File: config.mk
export PLATFORM = sky130hd
export DESIGN_NAME = plcl_back
export DESIGN_NICKNAME = d
export VERILOG_FILES = /design/src/rtl/piecewise_linear_curve_lookup_unit_assert.svh /design/src/rtl/plcl_pkg.sv /design/src/rtl/plcl_back.sv
export SDC_FILE = /design/constraint.sdc
export NUM_CORES = 2
export LEC_CHECK = 0
export ABC_CLOCK_PERIOD_IN_PS = 31900
export BUFFER_PORTS_ARGS = -buffer_cell sky130_fd_sc_hd__buf_2
export CORE_ASPECT_RATIO = 2
export CORE_MARGIN = 2
export CORE_UTILIZATION = 40
export DETAILED_ROUTE_END_ITERATION = 10
export PLACE_DENSITY = 0.64
export REMOVE_ABC_BUFFERS = 1
export SKIP_CTS_REPAIR_TIMING = 1
export SYNTH_ARGS = -nofsm -noshare
export SYNTH_HDL_FRONTEND = slang
export SYNTH_SLANG_ARGS = --single-unit
export TNS_END_PERCENT = 50
File: constraint.sdc
create_clock -name clk -period 31.9 [get_ports clk]
set_input_delay 1.595 -clock clk [delete_from_list [all_inputs] [get_ports clk]]
set_output_delay 1.595 -clock clk [all_outputs]
set_load 0.01 [all_outputs]
File: src/rtl/piecewise_linear_curve_lookup_unit_assert.svh
// Assertion macros for the curve lookup unit.
// Used by the front and top-level modules; no other dependencies.
`ifndef PIECEWISE_LINEAR_CURVE_LOOKUP_UNIT_ASSERT_SVH
`define PIECEWISE_LINEAR_CURVE_LOOKUP_UNIT_ASSERT_SVH
// implication checked on every clock edge outside reset
`define PLC_ASSERT_IMP(lbl, clk, rstn, a, c) \
  lbl: assert property (@(posedge clk) disable iff (!rstn) (a) |-> (c)) \
    else $error("assertion failed");
// implication whose consequent is checked in the next cycle
`define PLC_ASSERT_NXT(lbl, clk, rstn, a, c) \
  lbl: assert property (@(posedge clk) disable iff (!rstn) (a) |=> (c)) \
    else $error("assertion failed");
`endif

File: src/rtl/plcl_pkg.sv
// Shared types and constants for the curve lookup unit.
// No dependencies.
`timescale 1ns / 1ps
package plcl_pkg;
  typedef enum logic [1:0] {
    OP_CLEAR   = 2'd0,
    OP_ADD     = 2'd1,
    OP_FORWARD = 2'd2,
    OP_INVERSE = 2'd3
  } op_t;

  typedef struct packed {
    logic [1:0]         opcode;
    logic signed [31:0] arg_x;
    logic signed [31:0] arg_y;
    logic signed [31:0] key;
  } cmd_t;

  // interpolation job: base + trunc(sign * mag * off / span)
  typedef struct packed {
    logic               interp;
    logic signed [31:0] base;
    logic               neg;
    logic [32:0]        mag;
    logic [32:0]        off;
    logic [32:0]        span;
    logic               ok;
    logic               full;
  } job_t;

  typedef struct packed {
    logic signed [31:0] value;
    logic               ok;
    logic               table_full;
  } res_t;
endpackage

File: src/rtl/plcl_back.sv
// Back end: serial muldiv (mag*off/span) and result register.
// Depends on plcl_pkg.
`timescale 1ns / 1ps
module plcl_back import plcl_pkg::*; (
  input  logic clk,
  input  logic rst_n,
  input  logic job_valid,
  output logic job_ready,
  input  job_t job,
  output logic res_valid,
  input  logic res_ready,
  output res_t res
);
  typedef enum logic [3:0] {
    B_IDLE = 4'b0001,
    B_MUL  = 4'b0010,
    B_DIV  = 4'b0100,
    B_OUT  = 4'b1000
  } bst_t;

  bst_t st_r, st_nxt;
  job_t j_r;
  logic [65:0] prod_r;
  logic [33:0] rem_r;
  logic [65:0] q_r;
  logic [6:0] k_r;
  logic [33:0] trial;
  res_t res_r;

  assign trial = {rem_r[32:0], prod_r[65]} - {1'b0, j_r.span};

  always_comb begin
    st_nxt = st_r;
    case (st_r)
      B_IDLE: if (job_valid) st_nxt = (job.interp && job.span != '0) ? B_MUL : B_OUT;
      B_MUL:  st_nxt = B_DIV;
      B_DIV:  if (k_r == 7'd65) st_nxt = B_OUT;
      B_OUT:  if (res_ready) st_nxt = B_IDLE;
      default: st_nxt = B_IDLE;
    endcase
  end

  always_ff @(posedge clk) begin
    if (!rst_n) st_r <= B_IDLE;
    else st_r <= st_nxt;
  end

  always_ff @(posedge clk) begin
    case (st_r)
      B_IDLE: if (job_valid) begin
        j_r <= job;
        res_r.value <= job.base;
        res_r.ok <= job.ok;
        res_r.table_full <= job.full;
      end
      B_MUL: begin
        prod_r <= j_r.mag * j_r.off;
        rem_r <= '0; q_r <= '0; k_r <= '0;
      end
      B_DIV: begin
        if (!trial[33]) begin
          rem_r <= trial; q_r <= {q_r[64:0], 1'b1};
        end else begin
          rem_r <= {rem_r[32:0], prod_r[65]}; q_r <= {q_r[64:0], 1'b0};
        end
        prod_r <= {prod_r[64:0], 1'b0};
        k_r <= k_r + 7'd1;
        if (k_r == 7'd65) begin
          res_r.value <= j_r.neg ? j_r.base - 32'({q_r[30:0], ~trial[33]})
                                 : j_r.base + 32'({q_r[30:0], ~trial[33]});
        end
      end
      default: ;
    endcase
  end

  assign job_ready = (st_r == B_IDLE);
  assign res_valid = (st_r == B_OUT);
  assign res = res_r;
endmodule

=== Yosys cells after proc, flatten, opt, wreduce, memory -nomap -nowiden ===
Cells that the tools add are included.

* Flip-flop bits (word level): 307
* Bits in latches: 0
* RAM bits: 0
* ROM bits: 0
* Input port bits: 139
* Memories: 0

* Add/sub/neg operators: 4
* Multiply operators: 1
* Div/mod/pow operators: 0
* $lt $le $gt $ge: 0
* Equal/unequal tests: 8
* Shift-type cells: 0
* Muxes and demuxes: 15
* Bitwise operators: 1
* Reductions and logical operators: 7

{| class="wikitable"
|+ Operator list
! kind !! count
|-
| one-hot mux 66 bit (2 select lines) || 1
|-
| multiplier 33 x 33 -> 66 bit || 1
|-
| one-hot mux 33 bit (2 select lines) || 1
|-
| two-way mux 32 bit || 2
|-
| one-hot mux 32 bit (2 select lines) || 1
|-
| one-hot mux 31 bit (2 select lines) || 1
|-
| two-way mux 34 bit || 1
|-
| subtractor 34 x 33 -> 34 bit || 1
|-
| two-way mux 33 bit || 1
|-
| nonzero test 33 bit || 1
|-
| adder 32 bit || 1
|-
| subtractor 32 bit || 1
|-
| two-way mux 4 bit || 4
|-
| one-hot mux 4 bit (4 select lines) || 1
|-
| one-hot mux 7 bit (2 select lines) || 1
|-
| adder 7 x 1 -> 7 bit, second input constant || 1
|-
| equality test 7 bit, second input constant || 1
|-
| AND reduction 3 bit || 2
|-
| equality test 4 x 1 -> 1 bit, second input constant || 1
|-
| equality test 4 x 2 -> 1 bit, second input constant || 1
|-
| equality test 4 x 3 -> 1 bit, second input constant || 1
|-
| equality test 4 bit, second input constant || 1
|-
| inequality test 2 bit, second input constant || 2
|-
| nonzero test 2 bit || 2
|-
| 5 further kinds || 5
|}

=== Depth between registers and ports, before layout ===
* Depth in word-level cells: 6
* Depth in mapped cells: 30

=== Least setup slack after synthesis ===
OpenSTA, ideal clock, no wires.

* Path type: register -> register
* Start: register st_r[1]
* End: register st_r[0]
* Setup time: 0.572 ns
* Arrival time: 11.645 ns
* Path slack: 19.683 ns
* Cell stages (with the launch flop): 4
* Buffers on the path: 0
* Clock period less this slack: 12.217 ns
* Cell sequence: dfxtp_1 -> nand2b_1 -> a21boi_0 -> o311ai_0

* Cells in the longest elaborated chain, start to end: 3
* Elaborated cells between the ends (all ways): 9

{| class="wikitable"
|+ RTL lines
! what !! RTL line !! text
|-
| start: declaration || plcl_back.sv:21 || <nowiki>bst_t st_r, st_nxt;</nowiki>
|-
| start signal: assignment || plcl_back.sv:45 || <nowiki>else st_r <= st_nxt;</nowiki>
|-
| equality test 4 x 3 -> 1 bit (tied with other cells) || plcl_back.sv:34 || <nowiki>case (st_r)</nowiki>
|-
| inequality test 2 bit (no line) or inequality test 2 x 1 -> 1 bit (tied branches) || n/a ||
|-
| AND reduction 3 bit (no line) || n/a ||
|}

Several ways; a longest one is shown, not always the timed one.
A chain may end at the register's enable or synchronous reset.

=== Worst setup path after layout ===
* Start: register j_r[85] (netlist name)
* End: register prod_r[61], data pin

* Cells in the longest elaborated chain, start to end: 2

{| class="wikitable"
|+ RTL lines
! what !! RTL line !! text
|-
| start: declaration || plcl_back.sv:22 || <nowiki>job_t j_r;</nowiki>
|-
| start signal: assignment || plcl_back.sv:51 || <nowiki>j_r <= job;</nowiki>
|-
| multiplier 33 x 33 -> 66 bit || plcl_back.sv:57 || <nowiki>prod_r <= j_r.mag * j_r.off;</nowiki>
|-
| one-hot mux 66 bit (2 select lines) || plcl_back.sv:49 || <nowiki>case (st_r)</nowiki>
|-
| end signal: assignment || plcl_back.sv:57 ||
|-
| end signal: assignment || plcl_back.sv:66 || <nowiki>prod_r <= {prod_r[64:0], 1'b0};</nowiki>
|-
| end: declaration || plcl_back.sv:23 || <nowiki>logic [65:0] prod_r;</nowiki>
|}

Every way passes these cells.

==> metrics.txt <==
HP Class reg -> reg; area of the mapped netlist 50700 um^2; nets 6759; TNS Setup 0 ns; clock sink count 307; Data required, critical path 32.20 ns; skew final 0.0381 ns; run status finished, final reports clean; crit path kind reg -> reg; FF/Latch Area 9180 um^2; Most common cell on crit path fa_1; Num CTS Buffers 36; CTS H-tree lvls 2; endpoint class of the critical path register; GRT Total Usage 24.3%; worst slew pin tran 1.02 ns; TritonCTS clock tree yes; DRT antenna net count 0; crit-path max cell delay 0.94 ns; asr flop ratio synth 0%; fillers 12300; CTS root buf clkbuf_16; synth cell count leaders inv_1, fa_1, nand2_1; Max-Cap Viols 0; Rows 184; Synth Warn # 0; Slew Limit Headroom 31.9%; top cell type's share of synthesized area 37.9%; largest net degree at the start of global routing 86; Die W 256 um; Detailed Route Iter0 Violations 2215; Max Root-Sink Buffers 3; gpl congestion 0.902; Synth area leaders fa_1, edfxtp_1, inv_1; port bufs 174; Yosys reg bits 307; Clk pin slew, worst setup/hold paths 0.07 ns; Primary FF master, synth edfxtp_1; Initial Utilization 40.3%; CP arrival 9.14 ns; RSZ-0062 raised after global routing no; Crit Path Max Fanout 21; area of the core 126000 um^2; Final Max Slew Viols 0; GRT overflow 0; num ports 175; Netlist cell types 98; vias per std cell 5.37; later-pin clock latency in the skew report 0.59 ns; vias post-DR 37800; register area share after synthesis 18.1%; Mapped Cells 5304; initial antenna violation count 16; die height 507 um; # DRC 0; area leader, netlist fa_1; dpl hpwl 115000 um; Fin. Hold Viols 0; Max Clk Rate 113 MHz; Slowest-stage cell, CP edfxtp_1; Syn Area/Cell 9.56 um^2; first drt pass iteration count 5; Fin Hold WS 0.485 ns; startpoint types register; Die Area 130000 um^2; layout cells sized above 1 6.69%; Finish-stage setup viols 0; P&R area growth vs syn 7.43%; count leader, synth inv_1; Final Cycle Share 27.7%; EDFF count, synth 303; first-pass GRT wire length 238000 um; post-layout minimum cycle time 8.84 ns; number of global-route vias before repair 41800; WL final 155000 um; wire per inst 22.1 um; crit-path cells buf_4, nand2_1, fa_1, fa_1, inv_1, fa_1, fa_1, fa_1, fa_1, fa_1, inv_1, fa_1, inv_1, ha_1, a21o_1, a21o_1, a221oi_1, o31ai_1, a211oi_2, a21oi_2, a211o_1, a21oi_1, xor2_1, o21ai_1; Multi-input gate area 36300 um^2
[sequential cells by signal, indices dropped and copies added (netlist names)]
name and cells:
q_r 31, j_r 132, k_r 7, prod_r 66, st_r 4, rem_r 33, res 34
[path summary, 6_finish.rpt]
path                                 from    endpoint  slack, ns  depth (start not counted)
worst max-delay path              j_r[85]  prod_r[61]      23.06                         24
worst min-delay path            prod_r[2]   prod_r[3]       0.49                          2
worst max register to register    j_r[85]  prod_r[61]      23.06                         24
worst min register to register  prod_r[2]   prod_r[3]       0.49                          2
[through the flow]
step	std cells	instance area [um^2]	util, %	setup slack (ns)
6_report	7037	54500	43.3	23.06
3_5_place_dp	6964	53200	42.3	23.22
2_1_floorplan	5040	49700	-	19.68
3_3_place_gp	6964	53200	42.3	23.32
4_1_cts	7029	54400	43.3	23.18
5_1_grt	7029	54400	43.3	22.86
[layout by cell type (no fill, tap or decap), types with 18 or more instances in the layout]
| master | netlist | final |
|---|---|---|
| nor2_1 | 143 | 143 |
| o21ai_0 | 101 | 101 |
| o21bai_1 | 24 | 24 |
| buf_4 | 1 | 76 |
| nand4_1 | 18 | 18 |
| nand3_1 | 64 | 64 |
| and2_1 | 580 | 579 |
| a31oi_1 | 22 | 22 |
| nand2_1 | 692 | 692 |
| and3_1 | 20 | 20 |
| buf_2 | 11 | 174 |
| ha_1 | 332 | 332 |
| clkbuf_16 | 0 | 36 |
| xnor2_1 | 92 | 92 |
| a21o_1 | 54 | 54 |
| nor3_1 | 32 | 31 |
| xor2_1 | 51 | 51 |
| a21oi_1 | 202 | 202 |
| inv_1 | 1108 | 1108 |
| fa_1 | 960 | 960 |
| nand2b_1 | 21 | 21 |
| edfxtp_1 | 303 | 303 |
[worst max-delay path: cells and delay by family, from the launching register on]
kind / cells / cell delay (ns)
adder cells (fa/ha/maj): 9 / 4.52
XOR/XNOR: 1 / 0.16
AND/OR/NAND/NOR: 1 / 0.10
buffers and inverters: 4 / 0.54
flip-flops: 1 / 0.94
AO/OA/AOI/OAI: 9 / 2.26
[area by class of cell]
type,count,share of cell area [%]
clock inverters,19,0.466
clock buffers,46,1.76
well taps,1674,3.85
multi-input cells,3623,66.7
diodes,8,0.0368
repair buffers,250,2.65
flip-flops and latches,307,16.9
inverters,1110,7.65
[kinds of logic after synthesis]
family          share of synthesized area (%)
mux                                     0.109
fa+ha+maj                                46.1
compound gates                           6.73
flops                                    18.1
xor+xnor                                 2.50
buf+inv                                  10.3
simple gates                             16.2
[routing by layer]
metal	global-route usage, %	routed length, um
met1	24.3	49400
met2	45.5	82800
met3	3.12	8990
met4	18.6	14200
met5	0	69
Power is not shown: default switching activity piles up to over one toggle a cycle in this logic, so the estimate is an artifact.
