## src/rtl/piecewise_linear_curve_lookup_unit_assert.svh

```systemverilog
// Assertion macros for the curve lookup unit.
// Used by the front and top-level modules; no other dependencies.
`ifndef PIECEWISE_LINEAR_CURVE_LOOKUP_UNIT_ASSERT_SVH
`define PIECEWISE_LINEAR_CURVE_LOOKUP_UNIT_ASSERT_SVH
// implication checked on every clock edge outside reset
`define PLC_ASSERT_IMP(lbl, clk, rstn, a, c) \
  lbl: assert property (@(posedge clk) disable iff (!rstn) (a) |-> (c)) \
    else $error("assertion failed");
// implication whose consequent is checked in the next cycle
`define PLC_ASSERT_NXT(lbl, clk, rstn, a, c) \
  lbl: assert property (@(posedge clk) disable iff (!rstn) (a) |=> (c)) \
    else $error("assertion failed");
`endif

```

## src/rtl/plcl_pkg.sv

```systemverilog
// Shared types and constants for the curve lookup unit.
// No dependencies.
`timescale 1ns / 1ps
package plcl_pkg;
  typedef enum logic [1:0] {
    OP_CLEAR   = 2'd0,
    OP_ADD     = 2'd1,
    OP_FORWARD = 2'd2,
    OP_INVERSE = 2'd3
  } op_t;

  typedef struct packed {
    logic [1:0]         opcode;
    logic signed [31:0] arg_x;
    logic signed [31:0] arg_y;
    logic signed [31:0] key;
  } cmd_t;

  // interpolation job: base + trunc(sign * mag * off / span)
  typedef struct packed {
    logic               interp;
    logic signed [31:0] base;
    logic               neg;
    logic [32:0]        mag;
    logic [32:0]        off;
    logic [32:0]        span;
    logic               ok;
    logic               full;
  } job_t;

  typedef struct packed {
    logic signed [31:0] value;
    logic               ok;
    logic               table_full;
  } res_t;
endpackage

```

## src/rtl/plcl_queue.sv

```systemverilog
// Two-entry queue between the front end and the divider back end.
// Depends on plcl_pkg.
`timescale 1ns / 1ps
module plcl_queue import plcl_pkg::*; (
  input  logic clk,
  input  logic rst_n,
  input  logic in_valid,
  output logic in_ready,
  input  job_t in_job,
  output logic out_valid,
  input  logic out_ready,
  output job_t out_job
);
  job_t mem [2];
  logic wp_r, rp_r;
  logic [1:0] n_r;
  logic push, pop;

  assign in_ready  = (n_r != 2'd2);
  assign out_valid = (n_r != 2'd0);
  assign push = in_valid && in_ready;
  assign pop  = out_valid && out_ready;
  assign out_job = mem[rp_r];

  always_ff @(posedge clk) begin
    if (push) mem[wp_r] <= in_job;
  end

  always_ff @(posedge clk) begin
    if (!rst_n) begin
      wp_r <= 1'b0; rp_r <= 1'b0; n_r <= '0;
    end else begin
      if (push) wp_r <= ~wp_r;
      if (pop)  rp_r <= ~rp_r;
      n_r <= n_r + 2'(push) - 2'(pop);
    end
  end
endmodule

```

## config.mk

```make
export PLATFORM = sky130hd
export DESIGN_NAME = plcl_queue
export DESIGN_NICKNAME = d
export VERILOG_FILES = /design/src/rtl/piecewise_linear_curve_lookup_unit_assert.svh /design/src/rtl/plcl_pkg.sv /design/src/rtl/plcl_queue.sv
export SDC_FILE = /design/constraint.sdc
export NUM_CORES = 1
export LEC_CHECK = 0
export ABC_AREA = 1
export CAP_MARGIN = 20
export CORE_MARGIN = 4
export CORE_UTILIZATION = 40
export DETAILED_ROUTE_END_ITERATION = 10
export DONT_BUFFER_PORTS = 1
export GPL_TIMING_DRIVEN = 0
export PLACE_DENSITY = 0.55
export SLEW_MARGIN = 20
export SYNTH_ARGS = -nofsm -noshare
export SYNTH_HDL_FRONTEND = slang
export SYNTH_SLANG_ARGS = --single-unit
```

## constraint.sdc

```tcl
create_clock -name clk -period 8.7 [get_ports clk]
set_clock_uncertainty 0.15 [all_clocks]
set_input_delay 1.74 -clock clk [delete_from_list [all_inputs] [get_ports clk]]
set_output_delay 1.74 -clock clk [all_outputs]
set_load 0.02 [all_outputs]
```

# [Yosys cells after proc, flatten, opt, wreduce, memory -nomap -nowiden]
# Memory sizes are Yosys's and may differ from the RTL's. A register that Yosys moved wholly into a read port is not among the register bits.
# Cells that the tools add are included.
[op_classes] n_addsub=2 eq_ne=1 n_mux=4 bitwise_logic=2 n_reduce_logical=3
[ops] operator="$mux 1" n=4
[ops] operator="$add 2x1->2" n=1
[ops] operator="$logic_and 1x1->1" n=2
[ops] operator="$ne 2x2->1 const B" n=1
[ops] operator="$not 1->1" n=2
[ops] operator="$reduce_bool 2->1" n=1
[ops] operator="$sub 2x1->2" n=1
[word_totals] regBits=4 ram_bits=270 in_bits=139 out_inout_bits=137 elab_cells=16 mem_count=1
[memory_table] memory="mem" depth=2 word_bits=135 rd=1 rd_ports_with_merged_regs=1 wr=1 line="plcl_queue.sv:14" rtl="job_t mem [2];"

# [Logic depth before layout (Yosys ltp)]
# Gate-level depths: netlist of run 1.
[logic_depth] depth_word=4 ltp_mapped=11 mapped_depth_nobuf=11

# [Worst setup path before layout of run 1]
# Ideal clock, no wire load.
[synth_timing] path_kind="input to register" from="in in_valid" to="mem mem[0][0] in the netlist's numbering (enable)" setup_ps=631 arrival_time_ps=7425 t_required_ps=7919 setup_slack_ps=494 stages=2 n_path_buf=0 cell_sequence="nand2_1 -> nor2_1"
[synth_via] elab_chain_cells=3
[synth_lines] item="from (decl)" line="plcl_queue.sv:7" rtl="input logic in_valid,"
[synth_lines] item="$logic_and 1x1->1" line="plcl_queue.sv:21" rtl="assign push = in_valid && in_ready;"
[synth_lines] item="$mux 1" line="plcl_queue.sv:26" rtl="if (push) mem[wp_r] <= in_job;"
[synth_lines] item="$mux 1 (not written as such)" line="plcl_queue.sv:26"
[synth_lines] item="to (decl)" line="plcl_queue.sv:14"
# No other way between the ends.

==> results of run 1 <==
## per-stage QoR
step / std cells / util
floorplan: 456 / -
global route: 845 / 0.4640
CTS: 845 / 0.4640
detailed placement: 793 / 0.4287
finish: 845 / 0.4640
global placement: 786 / 0.4217
## flip-flops by register name, indices dropped and copies added, names as in the netlist, named ones only
name	count
mem	270
n_r	2
rp_r	1
wp_r	1
## worst min-delay path by stage
stage / startpoint / slack (ps) / cells after the start / end
final: rp_r / 400 / 2 / register
after global placement: rp_r / 330 / 2 / rp_r
after global routing: rp_r / 480 / 2 / register
after floorplan: rp_r / 320 / 2 / register
after CTS: rp_r / 390 / 2 / register
after detailed placement: rp_r / 370 / 2 / register
## logic make-up after synthesis
| family | Yosys count | synth area share |
|---|---|---|
| flip-flops | 275 | 0.8067 |
| multiplexers | 135 | 0.1679 |
| buffers and inverters | 22 | 0.01427 |
| AND/OR/NAND/NOR | 20 | 0.007747 |
| AO/OA/AOI/OAI | 2 | 0.0009838 |
| adder cells (fa/ha/maj) | 2 | 0.002459 |
## area by class of cell
| cell class | instances | area, um^2 |
|---|---|---|
| plain buffers | 15 | 118.9 |
| clock buffers | 34 | 744.5 |
| clock inverters | 18 | 140.1 |
| fillers | 2153 | 13460 |
| inverters | 7 | 33.78 |
| multi-input cells | 159 | 1829 |
| flip-flops and latches | 275 | 8208 |
| well taps | 330 | 412.9 |
| repair buffers | 7 | 162.7 |
## layout by cell type, fill, tap and decap left out, types with 3 or more instances in the layout
| master | Yosys | layout |
|---|---|---|
| edfxtp_1 | 270 | 270 |
| mux2_2 | 85 | 85 |
| mux2_4 | 50 | 50 |
| clkbuf_16 | 0 | 29 |
| nand2_1 | 9 | 9 |
| clkinv_2 | 0 | 9 |
| buf_2 | 8 | 8 |
| nor2_1 | 8 | 7 |
| buf_6 | 7 | 7 |
| inv_1 | 7 | 6 |
| dfxtp_1 | 5 | 5 |
| clkbuf_1 | 0 | 5 |
| clkinv_1 | 0 | 5 |
| buf_12 | 0 | 4 |
| nand3_1 | 3 | 3 |
| buf_16 | 0 | 3 |
## routing by layer
layer | up-vias | share of wire | track usage
li1 | 1872 | - | -
met1 | 2052 | 0.33 | 0.1302
met2 | 219 | 0.49 | 0.2233
met3 | 32 | 0.16 | 0.08924
met4 | 0 | 0.018 | 0.03282
met5 | - | 0 | 0
## power breakdown
part / leakage [nW] / switching [mW] / internal (mW)
Sequential: 2.56 / 0.0430 / 1.67
Combinational: 0.925 / 0.570 / 0.315
Clock: 0.439 / 0.464 / 0.666
Total: 3.93 / 1.08 / 2.66
## worst register-to-register path, cell delays in order (launching register included)
cell and delay, ps:
dfxtp_1 390, inv_1 70, nand2_1 250, nand3_1 270
inv_8 370, buf_16 400
==> impl_metrics.env, run 1 <==
export IMPL_setup_viol=0
export IMPL_setup_tns_ps=0
export IMPL_yosysTopAreaCell="edfxtp_1"
export IMPL_cts_tree="done"
export IMPL_seq_area_frac_synth=0.8067
export IMPL_path_cells="buf_6 -> buf_2 -> mux2_2"
export IMPL_crit_arrival_ps=1790
export IMPL_p_per_area_nw_per_um2=320.4
export IMPL_cpPeakStageDelay_ps=460
export IMPL_port_buffers=0
export IMPL_numCtsBuffers=28
export IMPL_dieArea_um2=28050
export IMPL_cts_setup_buffers=0
export IMPL_path_clk_slew_ps=60
export IMPL_synth_top_cell_area_share=0.7969
export IMPL_vdd_drop_max_uv=203.3
export IMPL_cts_root_buf="clkbuf_16"
export IMPL_drive_gt1_frac=0.3903
export IMPL_synth_edff_count=270
export IMPL_cp_end_kind="output pin"
export IMPL_io_pins=276
export IMPL_power_leakage_nw=3.926
export IMPL_drt_initial_drc_count=230
export IMPL_maxClockFrequency_ghz=0.2715
export IMPL_syn_inst=456
export IMPL_cp_max_fo=10
export IMPL_yosys_top_cells_count="edfxtp_1, mux2_2, mux2_4"
export IMPL_gp_congestion=0.7034
export IMPL_fin_crit_sh=0.4234
export IMPL_postPlaceCellArea_um2=10770
export IMPL_ant_nets=0
export IMPL_drt_wl_total_mm=18.98
export IMPL_async_flop_share=0
export IMPL_cts_hold_buffers=0
export IMPL_routed_via_count=4175
export IMPL_cp_required_ps=6810
export IMPL_hold_viol=0
export IMPL_cp_endpoint="out_job[64]"
export IMPL_path_depth=3
export IMPL_drv_cap=0
export IMPL_grt_usage=0.1305
export IMPL_rsz0062_at_grt="no"
export IMPL_path_buf_inv=2
export IMPL_r2r_end="mem[1][89]"
export IMPL_hpwlAfterDp_mm=13.43
export IMPL_ys_dominant_reg_cell="edfxtp_1"
export IMPL_slew_headroom=0.6813
export IMPL_grt_overflow_total=0
export IMPL_route_detailed_drc=0
export IMPL_antenna_cells=0
export IMPL_core_um2=25110
export IMPL_fin_ws_ps=5017
export IMPL_htree_num_levels=1
export IMPL_syn_mean_instance_area_um2=22.31
export IMPL_total_power_mw=3.732
export IMPL_finalCriticalPeriod_ps=3683
export IMPL_ys_ff_latch=275
export IMPL_hp_class="reg2reg"
export IMPL_rows=58
export IMPL_cpMaxStageDelayCell="mux2_2"
export IMPL_final_nets=634
export IMPL_antenna_found_initial=0
export IMPL_ff2ff_path_depth=5
export IMPL_grt_pass1_wl_mm=28.47
export IMPL_grt_max_degree=86
export IMPL_start_util=0.4052
export IMPL_clockBufferDepth=3
export IMPL_crit_type="reg2out"
export IMPL_crit_family="buffers and inverters"
export IMPL_grt_pass1_vias=4648
export IMPL_via_per_inst=4.941
export IMPL_die_x_um=167.5
export IMPL_clock_latency_ps=530
export IMPL_worst_slew_pin_slew_ps=478.1
export IMPL_status="complete, no violations"
export IMPL_cts_sinks=275
export IMPL_syn_to_final_growth_pct=14.50
export IMPL_wire_per_inst_um=22.46
export IMPL_synth_area_um2=10170
export IMPL_synth_fp_nets=597
export IMPL_yosysWarnings=0
export IMPL_synthMostInstantiatedCell="edfxtp_1"
export IMPL_slew_viol_final=0
export IMPL_finalHoldWorstSlack_ps=397.7
export IMPL_final_cell_area_um2=11650
export IMPL_synth_area_leaders="edfxtp_1, mux2_2, mux2_4, dfxtp_1, buf_6"
export IMPL_critPathLaunchType="register"
export IMPL_yosysUniqueCellTypes=12
export IMPL_die_h_um=167.5
export IMPL_r2r_setup_slack_ps=6340
export IMPL_r2r_start="n_r[0]"
export IMPL_place_ws_ps=5377
export IMPL_ctsResizeCount=0
export IMPL_dr_pass1_iters=4
Note: power is estimated with default switching activity, not from simulation.
==> run 2, diff against run 1 <==
clock period = 3.8 ns   (was 8.7 ns; I/O delays follow)
==> impl_metrics.env, run 2 (synthesis results as in run 1) <==
export IMPL_dieArea_um2=28050
export IMPL_final_util=0.4648
export IMPL_route_detailed_drc=0
export IMPL_cpPeakStageDelay_ps=360
export IMPL_status="complete, no violations"
export IMPL_place_ws_ps=1253
export IMPL_critPathLaunchType="register"
export IMPL_maxClockFrequency_ghz=0.3699
export IMPL_cts_root_buf="clkbuf_16"
export IMPL_final_common_cell="edfxtp_1"
export IMPL_final_nets=637
export IMPL_htree_num_levels=1
export IMPL_numCtsBuffers=28
export IMPL_die_x_um=167.5
export IMPL_path_clk_slew_ps=60
export IMPL_core_um2=25110
export IMPL_setup_tns_ps=0
export IMPL_rows=58
export IMPL_cts_tree="done"
export IMPL_antenna_found_initial=0
export IMPL_vdd_drop_max_uv=436.9
export IMPL_cts_setup_buffers=0
export IMPL_cts_hold_buffers=0
export IMPL_reg_largest_list="mem x270, n_r x2"
export IMPL_ant_nets=0
export IMPL_grt_max_degree=34
export IMPL_dr_pass1_iters=4
export IMPL_path_buf_inv=3
export IMPL_ctsResizeCount=0
export IMPL_fin_ws_ps=1097
export IMPL_cp_required_ps=2890
export IMPL_grt_pass1_vias=4501
export IMPL_routed_via_count=4232
export IMPL_rsz0062_at_grt="no"
export IMPL_path_common_cell="buf_6"
export IMPL_largest_reg_flops=270
export IMPL_grt_overflow_total=0
export IMPL_drt_wl_total_mm=19.04
export IMPL_cpMaxStageDelayCell="mux2_4"
export IMPL_port_buffers=0
export IMPL_fin_crit_sh=0.7114
export IMPL_drive_gt1_frac=0.3883
export IMPL_crit_type="reg2out"
export IMPL_grt_usage=0.1293
export IMPL_clock_latency_ps=530
export IMPL_power_leakage_nw=3.909
export IMPL_worst_slew_pin_slew_ps=675.4
export IMPL_finalHoldWorstSlack_ps=164.2
export IMPL_cp_max_fo=10
export IMPL_drv_cap=0
export IMPL_wire_per_inst_um=22.48
export IMPL_cp_end_kind="output pin"
export IMPL_drt_initial_drc_count=214
export IMPL_slew_headroom=0.5488
export IMPL_hp_class="in2reg"
export IMPL_slew_viol_final=0
export IMPL_via_per_inst=4.996
export IMPL_gp_congestion=0.7246
export IMPL_p_per_area_nw_per_um2=724.2
export IMPL_hold_viol=0
export IMPL_cts_sinks=275
export IMPL_mostFrequentLayoutCells="edfxtp_1, mux2_2, mux2_4, clkbuf_16, nand2_1"
export IMPL_io_pins=276
export IMPL_start_util=0.4052
export IMPL_path_cells="buf_6 -> buf_6 -> buf_6 -> mux2_4"
export IMPL_total_power_mw=8.451
export IMPL_syn_to_final_growth_pct=14.69
export IMPL_crit_arrival_ps=1790
export IMPL_crit_family="buffers and inverters"
export IMPL_clockBufferDepth=3
export IMPL_grt_pass1_wl_mm=28.05
export IMPL_regMostFlops="mem"
export IMPL_hpwlAfterDp_mm=13.45
export IMPL_die_h_um=167.5
export IMPL_setup_viol=0
export IMPL_finalCriticalPeriod_ps=2703
-- run 2: cell types whose count changed in the layout (fill, tap and decap cells not counted), sizes merged --
cell,before,now
buf,22,25
bufinv,2,1
clkinv,14,11
clkinvlp,1,4
diode,0,2
inv,8,6
-- run 2: path summary, 6_finish.rpt --
| check | end | slack [ps] | startpoint | cells past startpoint |
|---|---|---|---|---|
| setup / recovery | out_job[114] | 1100 | register | 4 |
| hold / removal | mem[0][119] | 160 | in_job[119] | 0 |
| setup reg to reg | mem[1][74] | 1380 | n_r[0] | 6 |
| hold reg to reg | rp_r | 370 | rp_r | 2 |
-- run 2: cell type report --
type	count	area, um^2
Multi-Input combinational cell	159	1829
Buffer	15	118.9
Antenna cell	2	5.005
Sequential cell	275	8208
Clock inverter	15	112.6
Tap cell	330	412.9
Inverter	7	30.03
Clock buffer	34	723.2
Fill cell	2117	13440
Timing Repair Buffer	10	230.2
-- run 2: layer usage --
layer	wire length, um	track usage
met1	6339	0.1372
met2	9469	0.2165
met3	2716	0.07838
met4	519	0.03846
met5	0	0
-- run 2: report_power, final --
| group | switching (mW) | leakage [nW] | internal, mW |
|---|---|---|---|
| sequential | 0.0920 | 2.56 | 3.83 |
| clock | 1.05 | 0.401 | 1.41 |
| combinational | 1.31 | 0.945 | 0.744 |
| total | 2.46 | 3.91 | 5.99 |
-- run 2: through the flow --
stage / std cells / cell area (um^2)
2_1_floorplan: 456 / 10190
3_3_place_gp: 786 / 10600
3_5_place_dp: 796 / 10830
4_1_cts: 845 / 11660
5_1_grt: 845 / 11660
6_report: 847 / 11670
