--- config.mk ---
export PLATFORM = sky130hd
export DESIGN_NAME = plcl_front
export DESIGN_NICKNAME = d
export VERILOG_FILES = /design/src/rtl/plcl_pkg.sv /design/src/rtl/plcl_front.sv
export VERILOG_INCLUDE_DIRS = /design/src /design/src/rtl
export SDC_FILE = /design/constraint.sdc
export NUM_CORES = 2
export LEC_CHECK = 0
export BUFFER_PORTS_ARGS = -buffer_cell sky130_fd_sc_hd__buf_2
export CAP_MARGIN = 20
export CORE_MARGIN = 1
export CORE_UTILIZATION = 30
export DETAILED_ROUTE_END_ITERATION = 8
export SYNTH_ARGS = -nofsm -noshare
export SYNTH_HDL_FRONTEND = slang
export SYNTH_SLANG_ARGS = --single-unit
--- constraint.sdc ---
create_clock -name clk -period 12.3 [get_ports clk]
set_input_delay 1.845 -clock clk [delete_from_list [all_inputs] [get_ports clk]]
set_output_delay 1.845 -clock clk [all_outputs]
set_load 0.02 [all_outputs]
--- src/rtl/piecewise_linear_curve_lookup_unit_assert.svh ---
// Assertion macros for the curve lookup unit.
// Used by the front and top-level modules; no other dependencies.
`ifndef PIECEWISE_LINEAR_CURVE_LOOKUP_UNIT_ASSERT_SVH
`define PIECEWISE_LINEAR_CURVE_LOOKUP_UNIT_ASSERT_SVH
// implication checked on every clock edge outside reset
`define PLC_ASSERT_IMP(lbl, clk, rstn, a, c) \
  lbl: assert property (@(posedge clk) disable iff (!rstn) (a) |-> (c)) \
    else $error("assertion failed");
// implication whose consequent is checked in the next cycle
`define PLC_ASSERT_NXT(lbl, clk, rstn, a, c) \
  lbl: assert property (@(posedge clk) disable iff (!rstn) (a) |=> (c)) \
    else $error("assertion failed");
`endif

--- src/rtl/plcl_pkg.sv ---
// Shared types and constants for the curve lookup unit.
// No dependencies.
`timescale 1ns / 1ps
package plcl_pkg;
  typedef enum logic [1:0] {
    OP_CLEAR   = 2'd0,
    OP_ADD     = 2'd1,
    OP_FORWARD = 2'd2,
    OP_INVERSE = 2'd3
  } op_t;

  typedef struct packed {
    logic [1:0]         opcode;
    logic signed [31:0] arg_x;
    logic signed [31:0] arg_y;
    logic signed [31:0] key;
  } cmd_t;

  // interpolation job: base + trunc(sign * mag * off / span)
  typedef struct packed {
    logic               interp;
    logic signed [31:0] base;
    logic               neg;
    logic [32:0]        mag;
    logic [32:0]        off;
    logic [32:0]        span;
    logic               ok;
    logic               full;
  } job_t;

  typedef struct packed {
    logic signed [31:0] value;
    logic               ok;
    logic               table_full;
  } res_t;
endpackage

--- src/rtl/plcl_front.sv ---
// Front end: breakpoint table, command handling and segment search.
// Depends on plcl_pkg and the assertion macro header.
`timescale 1ns / 1ps
`include "piecewise_linear_curve_lookup_unit_assert.svh"
module plcl_front import plcl_pkg::*; #(
  parameter int NUM_POINTS = 16
) (
  input  logic clk,
  input  logic rst_n,
  input  logic cmd_valid,
  output logic cmd_ready,
  input  cmd_t cmd,
  output logic job_valid,
  input  logic job_ready,
  output job_t job
);
  localparam int IW = (NUM_POINTS > 1) ? $clog2(NUM_POINTS) : 1;
  localparam int CW = $clog2(NUM_POINTS + 1);

  typedef enum logic [5:0] {
    S_IDLE = 6'b000001,
    S_RD0  = 6'b000010,
    S_RDL  = 6'b000100,
    S_SCAN = 6'b001000,
    S_EVAL = 6'b010000,
    S_OUT  = 6'b100000
  } st_t;

  logic signed [31:0] xs [NUM_POINTS];
  logic signed [31:0] ys [NUM_POINTS];

  st_t st_r, st_nxt;
  logic [IW-1:0] head_r, head_nxt;
  logic [CW-1:0] cnt_r, cnt_nxt;
  logic [CW-1:0] i_r, i_nxt;
  cmd_t cmd_r;
  job_t job_r, job_nxt;
  logic signed [31:0] fx_r, fy_r, lx_r, ly_r, ax_r, ay_r;
  logic signed [31:0] rx_r, ry_r;
  logic [IW-1:0] ra;
  logic wr_en;
  logic [IW-1:0] wa;
  logic found;
  logic signed [32:0] k33, ak, bk, av, bv;

  function automatic logic [IW-1:0] slot(input logic [IW-1:0] h, input logic [CW-1:0] i);
    logic [IW:0] s;
    s = {1'b0, h} + (IW+1)'(i);
    if (s >= (IW+1)'(NUM_POINTS)) s = s - (IW+1)'(NUM_POINTS);
    return s[IW-1:0];
  endfunction

  always_comb begin
    ra = slot(head_r, '0);
    case (st_r)
      S_IDLE: ra = slot(head_r, '0);
      S_RD0:  ra = slot(head_r, cnt_r - CW'(1));
      default: ra = slot(head_r, i_r);
    endcase
  end

  always_ff @(posedge clk) begin
    rx_r <= xs[ra];
    ry_r <= ys[ra];
    if (wr_en) begin
      xs[wa] <= cmd_r.arg_x;
      ys[wa] <= cmd_r.arg_y;
    end
  end

  assign k33 = 33'(cmd_r.key);
  assign ak = (cmd_r.opcode == OP_FORWARD) ? 33'(ax_r) : 33'(ay_r);
  assign bk = (cmd_r.opcode == OP_FORWARD) ? 33'(rx_r) : 33'(ry_r);
  assign av = (cmd_r.opcode == OP_FORWARD) ? 33'(ay_r) : 33'(ax_r);
  assign bv = (cmd_r.opcode == OP_FORWARD) ? 33'(ry_r) : 33'(rx_r);
  assign found = (k33 >= ak) && (k33 <= bk);

  always_comb begin
    logic signed [32:0] d;
    st_nxt   = st_r;
    head_nxt = head_r;
    cnt_nxt  = cnt_r;
    i_nxt    = i_r;
    job_nxt  = job_r;
    wr_en    = 1'b0;
    wa       = slot(head_r, cnt_r);
    d        = '0;
    case (st_r)
      S_IDLE: if (cmd_valid) st_nxt = S_RD0;
      S_RD0: begin
        job_nxt = '0;
        st_nxt  = S_OUT;
        case (op_t'(cmd_r.opcode))
          OP_CLEAR: begin
            cnt_nxt = '0; head_nxt = '0;
          end
          OP_ADD: begin
            if (cnt_r == CW'(NUM_POINTS)) job_nxt.full = 1'b1;
            else begin
              wr_en = 1'b1;
              if (cnt_r == '0) wa = head_r;
              else if (cmd_r.arg_x < rx_r) begin
                head_nxt = (head_r == '0) ? IW'(NUM_POINTS - 1) : head_r - IW'(1);
                wa = head_nxt;
              end
              cnt_nxt = cnt_r + CW'(1);
              job_nxt.ok = 1'b1;
            end
          end
          default: begin
            if (cnt_r == CW'(1)) begin
              job_nxt.ok = 1'b1;
              job_nxt.base = (cmd_r.opcode == OP_FORWARD) ? ry_r : rx_r;
            end else if (cnt_r != '0) st_nxt = S_RDL;
          end
        endcase
      end
      S_RDL: begin
        i_nxt = CW'(1);
        st_nxt = S_SCAN;
        // forward lookups clamp to the end points before any search
        if (cmd_r.opcode == OP_FORWARD) begin
          if (cmd_r.key < fx_r) begin
            job_nxt.ok = 1'b1; job_nxt.base = fy_r; st_nxt = S_OUT;
          end else if (cmd_r.key > rx_r) begin
            job_nxt.ok = 1'b1; job_nxt.base = ry_r; st_nxt = S_OUT;
          end
        end
      end
      S_SCAN: st_nxt = S_EVAL;
      S_EVAL: begin
        if (found) begin
          job_nxt.ok = 1'b1;
          job_nxt.base = av[31:0];
          d = bv - av;
          job_nxt.neg = d[32];
          job_nxt.mag = d[32] ? 33'(-d) : d;
          job_nxt.off = 33'(k33 - ak);
          job_nxt.span = 33'(bk - ak);
          job_nxt.interp = 1'b1;
          st_nxt = S_OUT;
        end else if (i_r == cnt_r - CW'(1)) begin
          st_nxt = S_OUT;
          if (cmd_r.opcode == OP_INVERSE) begin
            if (cmd_r.key < fy_r) begin
              job_nxt.ok = 1'b1; job_nxt.base = fx_r;
            end else if (cmd_r.key > ly_r) begin
              job_nxt.ok = 1'b1; job_nxt.base = lx_r;
            end
          end
        end else begin
          i_nxt = i_r + CW'(1);
          st_nxt = S_SCAN;
        end
      end
      S_OUT: if (job_ready) st_nxt = S_IDLE;
      default: st_nxt = S_IDLE;
    endcase
  end

  always_ff @(posedge clk) begin
    if (!rst_n) begin
      st_r <= S_IDLE; head_r <= '0; cnt_r <= '0; i_r <= '0;
    end else begin
      st_r <= st_nxt; head_r <= head_nxt; cnt_r <= cnt_nxt; i_r <= i_nxt;
    end
  end

  always_ff @(posedge clk) begin
    if (st_r == S_IDLE && cmd_valid) cmd_r <= cmd;
    job_r <= job_nxt;
    if (st_r == S_RD0) begin
      fx_r <= rx_r; fy_r <= ry_r; ax_r <= rx_r; ay_r <= ry_r;
    end
    if (st_r == S_RDL) begin
      lx_r <= rx_r; ly_r <= ry_r;
    end
    if (st_r == S_EVAL) begin
      ax_r <= rx_r; ay_r <= ry_r;
    end
  end

  always_comb begin
    job = job_r;
    if (!job_r.interp && !job_r.ok) job.base = '0;
  end

  assign cmd_ready = (st_r == S_IDLE);
  assign job_valid = (st_r == S_OUT);

  `PLC_ASSERT_IMP(a_cnt_range, clk, rst_n, 1'b1, cnt_r <= CW'(NUM_POINTS))
  `PLC_ASSERT_IMP(a_full_no_ok, clk, rst_n, job_valid && job.full, !job.ok)
  `PLC_ASSERT_NXT(a_stall_hold, clk, rst_n, job_valid && !job_ready, job_valid && $stable(job))
endmodule

# Word-level counts from Yosys, hierarchy flattened
# Memory sizes are Yosys's and may differ from the RTL's. A register that Yosys moved wholly into a read port is not among the register bits.
# Index checks and enable logic that the tools add are counted.
[totals]
reg_bits = 445
ramBits = 1024
input_bits = 102
out_inout_bits = 137
word_cells = 169
memories = 2
[classes]
add_sub_neg = 15
magnitude_cmp = 11
n_eq_ne = 25
n_mux = 74
reduce_logical = 20
[mem_list]
columns = ["name", "words", "word_bits", "rd", "rd_ports_with_merged_regs", "write_ports", "line_no", "text"]
rows = [
  ["xs", 16, 32, 1, 1, 1, "plcl_front.sv:29", "logic signed [31:0] xs [NUM_POINTS];"],
  ["ys", 16, 32, 1, 1, 1, "plcl_front.sv:30", "logic signed [31:0] ys [NUM_POINTS];"],
]
[ops]
columns = ["op", "count"]
rows = [
  ["32-bit 2-to-1 mux", 16],
  ["100-bit case mux with 2 select lines", 1],
  ["33-bit 2-to-1 mux", 5],
  ["100-bit 2-to-1 mux", 1],
  ["32-bit < comparator", 3],
  ["32-bit case mux with 3 select lines", 1],
  ["33-bit subtractor", 2],
  ["32-bit greater-than comparator", 2],
  ["6-bit 2-to-1 mux", 10],
  ["4-bit 2-to-1 mux", 13],
  ["6-bit case mux with 6 select lines", 1],
  ["32-bit by 33-bit greater-or-equal comparator with 1-bit output", 1],
  ["32-bit by 33-bit less-or-equal comparator with 1-bit output", 1],
  ["33-bit negation", 1],
  ["32-bit by 33-bit subtractor with 33-bit output", 1],
  ["5-bit case mux with 2 select lines", 2],
  ["4-bit by 1-bit subtractor with 4-bit output, second input constant", 5],
  ["1-bit 2-to-1 mux", 16],
  ["2-bit != test, second input constant", 8],
  ["4-bit case mux with 2 select lines", 2],
  ["4-bit by 5-bit adder with 5-bit output", 3],
  ["5-bit greater-or-equal comparator, second input constant", 3],
  ["5-bit 2-to-1 mux", 3],
  ["5-bit by 1-bit adder with 5-bit output, second input constant", 2],
  ["31 further kinds", 42],
]

# Longest topological paths before layout
[depth]
word_depth = 8
mapped_depth = 21
ltp_nobuf = 17

# Worst setup path before layout
# Ideal clock, no wire load.
[synth_timing]
path_kind = "register to register"
start = "register cmd_r[96] in the netlist's numbering"
end = "register job_r (netlist bit job[1]) (enable)"
arrival_ns = 6.342
slack_ns = 5.494
stages_incl_launch_ff = 19
path_buffers = 5
synth_period_minus_slack_ns = 6.806
path_cell_list = "edfxtp_1 -> nor2b_1 -> clkbuf_1 -> clkbuf_1 -> clkbuf_1 -> buf_1 -> mux2i_1 -> ha_1 -> nand3_1 -> nor3_1 -> a221oi_1 -> o21ai_0 -> o21ai_1 -> a21oi_1 -> o2111ai_1 -> nand2_1 -> clkbuf_1 -> o21ai_0 -> nor3_1"
[synth_between]
elab_chain_len = 6
word_cells_on_any_way = 12
classes_between = "order compare: 2; eq/ne: 6; mux: 2; reduce/logical: 2"
[synth_rtl]
columns = ["element", "line_no", "text"]
rows = [
  ["start, declared", "plcl_front.sv:36", "cmd_t cmd_r;"],
  ["start signal, assigned", "plcl_front.sv:170", "if (st_r == S_IDLE && cmd_valid) cmd_r <= cmd;"],
  ["2-bit equality test", "plcl_front.sv:72, plcl_front.sv:73, plcl_front.sv:122", ""],
  ["33-bit 2-to-1 mux (on tied branches)", "plcl_front.sv:72, plcl_front.sv:73", ""],
  ["32-bit by 33-bit greater-or-equal comparator with 1-bit output or 32-bit by 33-bit less-or-equal comparator with 1-bit output (tied branches)", "plcl_front.sv:76", "assign found = (k33 >= ak) && (k33 <= bk);"],
  ["1-bit logical AND", "plcl_front.sv:76", ""],
  ["4-bit != test (no source line) or 3-bit != test (tied branches)", "n/a", ""],
  ["6-bit AND reduction (no source line) *", "n/a", ""],
  ["end signal, assigned", "plcl_front.sv:171", "job_r <= job_nxt;"],
  ["end, declared", "plcl_front.sv:37", "job_t job_r, job_nxt;"],
]
# Every way passes the cells marked *; elsewhere a longest branch is shown, timed or not.
# A chain may end at the register's enable or synchronous reset.

# Final worst setup path
[layout_timing]
start = "register cmd_r[96] in the netlist's numbering"
end = "register job_r[133] in the netlist's numbering (enable)"
# The elaborated chain is that of the path after synthesis.

==> results_dict.tcl <==
set metrics [dict create \
    crit_fanout 72 \
    cts_made_buffers 156 \
    drt-total-wl_um 209000 \
    syn_area_per_cell_um2 12.7 \
    ctsResizeCount 0 \
    arrival_ns 6.98 \
    critPathKind "reg -> reg" \
    ctsRootBufferMaster "clkbuf_16" \
    grt_pass1_wl_um 301000 \
    synth_top_area_share_pct 61.5 \
    worst_pin_slew_ns 1.14 \
    busiest_layer "met2" \
    fmax_mhz 152 \
    die_h_um 488 \
    drt_iter0_drc 5035 \
    met1_usage_pct 24.5 \
    ys.flop_type "edfxtp_1" \
    required_ns 12.71 \
    floorplan.initialDensity_pct 30.3 \
    h-tree-depth 4 \
    place_congestion 0.896 \
    drc_errors 0 \
    post_drt_via_cell_ratio 5.22 \
    start_kind "flop" \
    use_met3_pct 2.77 \
    timing.rr.start "cmd_r[96]" \
    finalSetupViolations 0 \
    final-instance-count-excl-fill 8923 \
    avgRoutedWirePerCell_um 23.4 \
    mostFrequentLayoutCells "edfxtp_1, nand2_1, a211oi_1, ha_1, a21oi_1" \
    hold_path.class "reg -> reg" \
    finalHoldViolCount 0 \
    fin_crit_ns 6.56 \
    leakagePower_uw 0.0277 \
    ys_seq_elements 1533 \
    r2r_slack_ns 5.74 \
    slew_headroom_pct 23.4 \
    synthArstFlopShare_pct 0 \
    first_pass_iters 8 \
    netlist_area_mm2 0.0708 \
    rsz0062_at_grt "false" \
    dieWidth_um 488 \
    synth_top_area_cell "edfxtp_1" \
    pin_count 239 \
    yosysWarnings 0 \
    post_dp_cell_area_mm2 0.0748 \
    vias 46600 \
    clk_latency_ns 0.81 \
    holdBufCountCts 0 \
    use_met2_pct 26.7 \
    synth_nets 5994 \
    ir_drop_mv 0.138 \
    drive_gt1_share_pct 10.6 \
    grt_pass1_vias 44100 \
    setup-tns-final_ns 0 \
    final_common_cell "edfxtp_1" \
    cap_violations 0 \
    grt_max_degree 172 \
    cp-startpoint "cmd_r[96]" \
    grt_usage_pct 17.1 \
    skew_ns 0.0425 \
    fill_cells 22600 \
    rows 177 \
    crit_end "job_r[133]" \
    period_share_pct 53.4 \
    regToRegEndpoint "job_r[133]" \
    clkTransAtPathRegs_ns 0.06 \
    synth_edf_count 1449 \
    cts_setup_buffers 0 \
    place.port_buffers 238 \
    synth_cells 5593 \
    synth_area_leaders "edfxtp_1, ha_1, a211oi_1" \
    drv_slew 0 \
    whs_path_depth 0 \
    grt_overflow 0 \
    dpl.cell_count 8624 \
    clock-sinks 1533 \
    areaGrowthSynthToFinish_pct 13.2 \
    critical_path.endpoint_type "flop" \
    fin_area_mm2 0.0801 \
    cts_tree "done" \
    fin_nets 6052 \
    seq_area_frac_synth_pct 63.9 \
    ant_nets 0 \
    status "complete, no violations" \
    core_area_mm2 0.234 \
    rr_worst_depth 18 \
    ys_types 82 \
    power_density_mw_per_mm2 162 \
    die-area_mm2 0.238 \
    antenna_found_initial 35 \
    cts_buffer_depth 3 \
    dp_hpwl_um 136000 \
]
how the worst min path moves through the flow:
stage	end	start
floorplan	ax_r[10]	rx_r[10]
global placement	lx_r[18]	rx_r[18]
detailed placement	fx_r[1]	rx_r[1]
CTS	fx_r[16]	rx_r[16]
global route	ax_r[29]	rx_r[29]
finish	fx_r[16]	rx_r[16]
layer usage:
layer,vias to the layer above,wire (um)
li1,21200,-
met1,23300,95300
met2,1802,94100
met3,282,14800
met4,10,4740
met5,-,65
state kept, by name, indices dropped and copies added (netlist names):
name and flops:
cnt_r 5, ay_r 32, head_r 4, cmd_r 98
st_r 6, lx_r 32, i_r 5, ly_r 32
xs 512, job 103, ry_r 32, rx_r 32
fy_r 32, fx_r 32, ax_r 32, job_r 32
ys 512
synthesized netlist by cell type (all sizes together), types with 38 or more instances:
master     n
a211oi   343
a21o     127
a21oi    287
a311oi   136
a31oi    143
a41oi     38
and2     274
buf      124
clkbuf   289
dfxtp     84
edfxtp  1449
ha       294
inv      201
mux2i    136
nand2    668
nand4     50
nor2     240
nor2b     56
o21ai    164
xnor2     67
xor2      54
critical path, stage by stage, from the launching register on:
cell and delay, ns:
edfxtp_1 0.54, nand2b_4 0.47, buf_4 0.77, o21ai_0 0.39
inv_1 0.13, ha_1 0.25, a21o_1 0.18, a21o_1 0.17
a21oi_1 0.13, o21ai_0 0.11, a2111oi_0 0.36, o211ai_1 0.16
a211oi_1 0.48, o2111ai_1 0.39, nand2_1 0.17, buf_4 0.44
o21ai_0 0.23, nor3_2 0.20, buf_4 0.47
area by class of cell:
cell class	instances	area [um2]	area share [%]
Multi-Input combinational cell	3445	23100	28.8
Timing Repair Buffer	313	1850	2.30
Antenna cell	8	20.0	0.0250
Clock inverter	84	1000	1.25
Tap cell	3132	3920	4.89
Sequential cell	1533	45200	56.4
Inverter	202	758	0.946
Clock buffer	206	4280	5.34
where the power goes:
group          switching, uW  total, uW  internal (uW)  leakage [uW]
logic                   1300       2000            693        0.0115
clock network           2080       4870           2790       0.00257
registers                226       6100           5870        0.0137
through the flow:
stage | hold slack (ns) | setup WS (ns) | util [%] | power, uW
floorplan | 0.443 | 5.49 | - | 7440
global placement | 0.450 | 5.98 | 32.0 | 8140
detailed placement | 0.463 | 5.86 | 32.0 | 8170
CTS | 0.468 | 5.85 | 34.3 | 13000
global route | 0.492 | 5.23 | 34.3 | 13400
finish | 0.464 | 5.74 | 34.3 | 13000
logic make-up (layout without fill, tap and decap cells):
logic type | after synthesis | count (layout) | synth area share (%)
and+or+nand+nor | 1482 | 1482 | 9.92
xor gates and xnor gates | 121 | 121 | 1.51
other | 0 | 8 | 0
DFF | 1533 | 1533 | 63.9
adders and majority gates | 301 | 301 | 5.37
muxes | 136 | 136 | 1.92
buffers and inverters | 615 | 805 | 3.82
AOI/OAI and AO/OA | 1405 | 1405 | 13.6
Note: power is estimated with default switching activity, not from simulation.
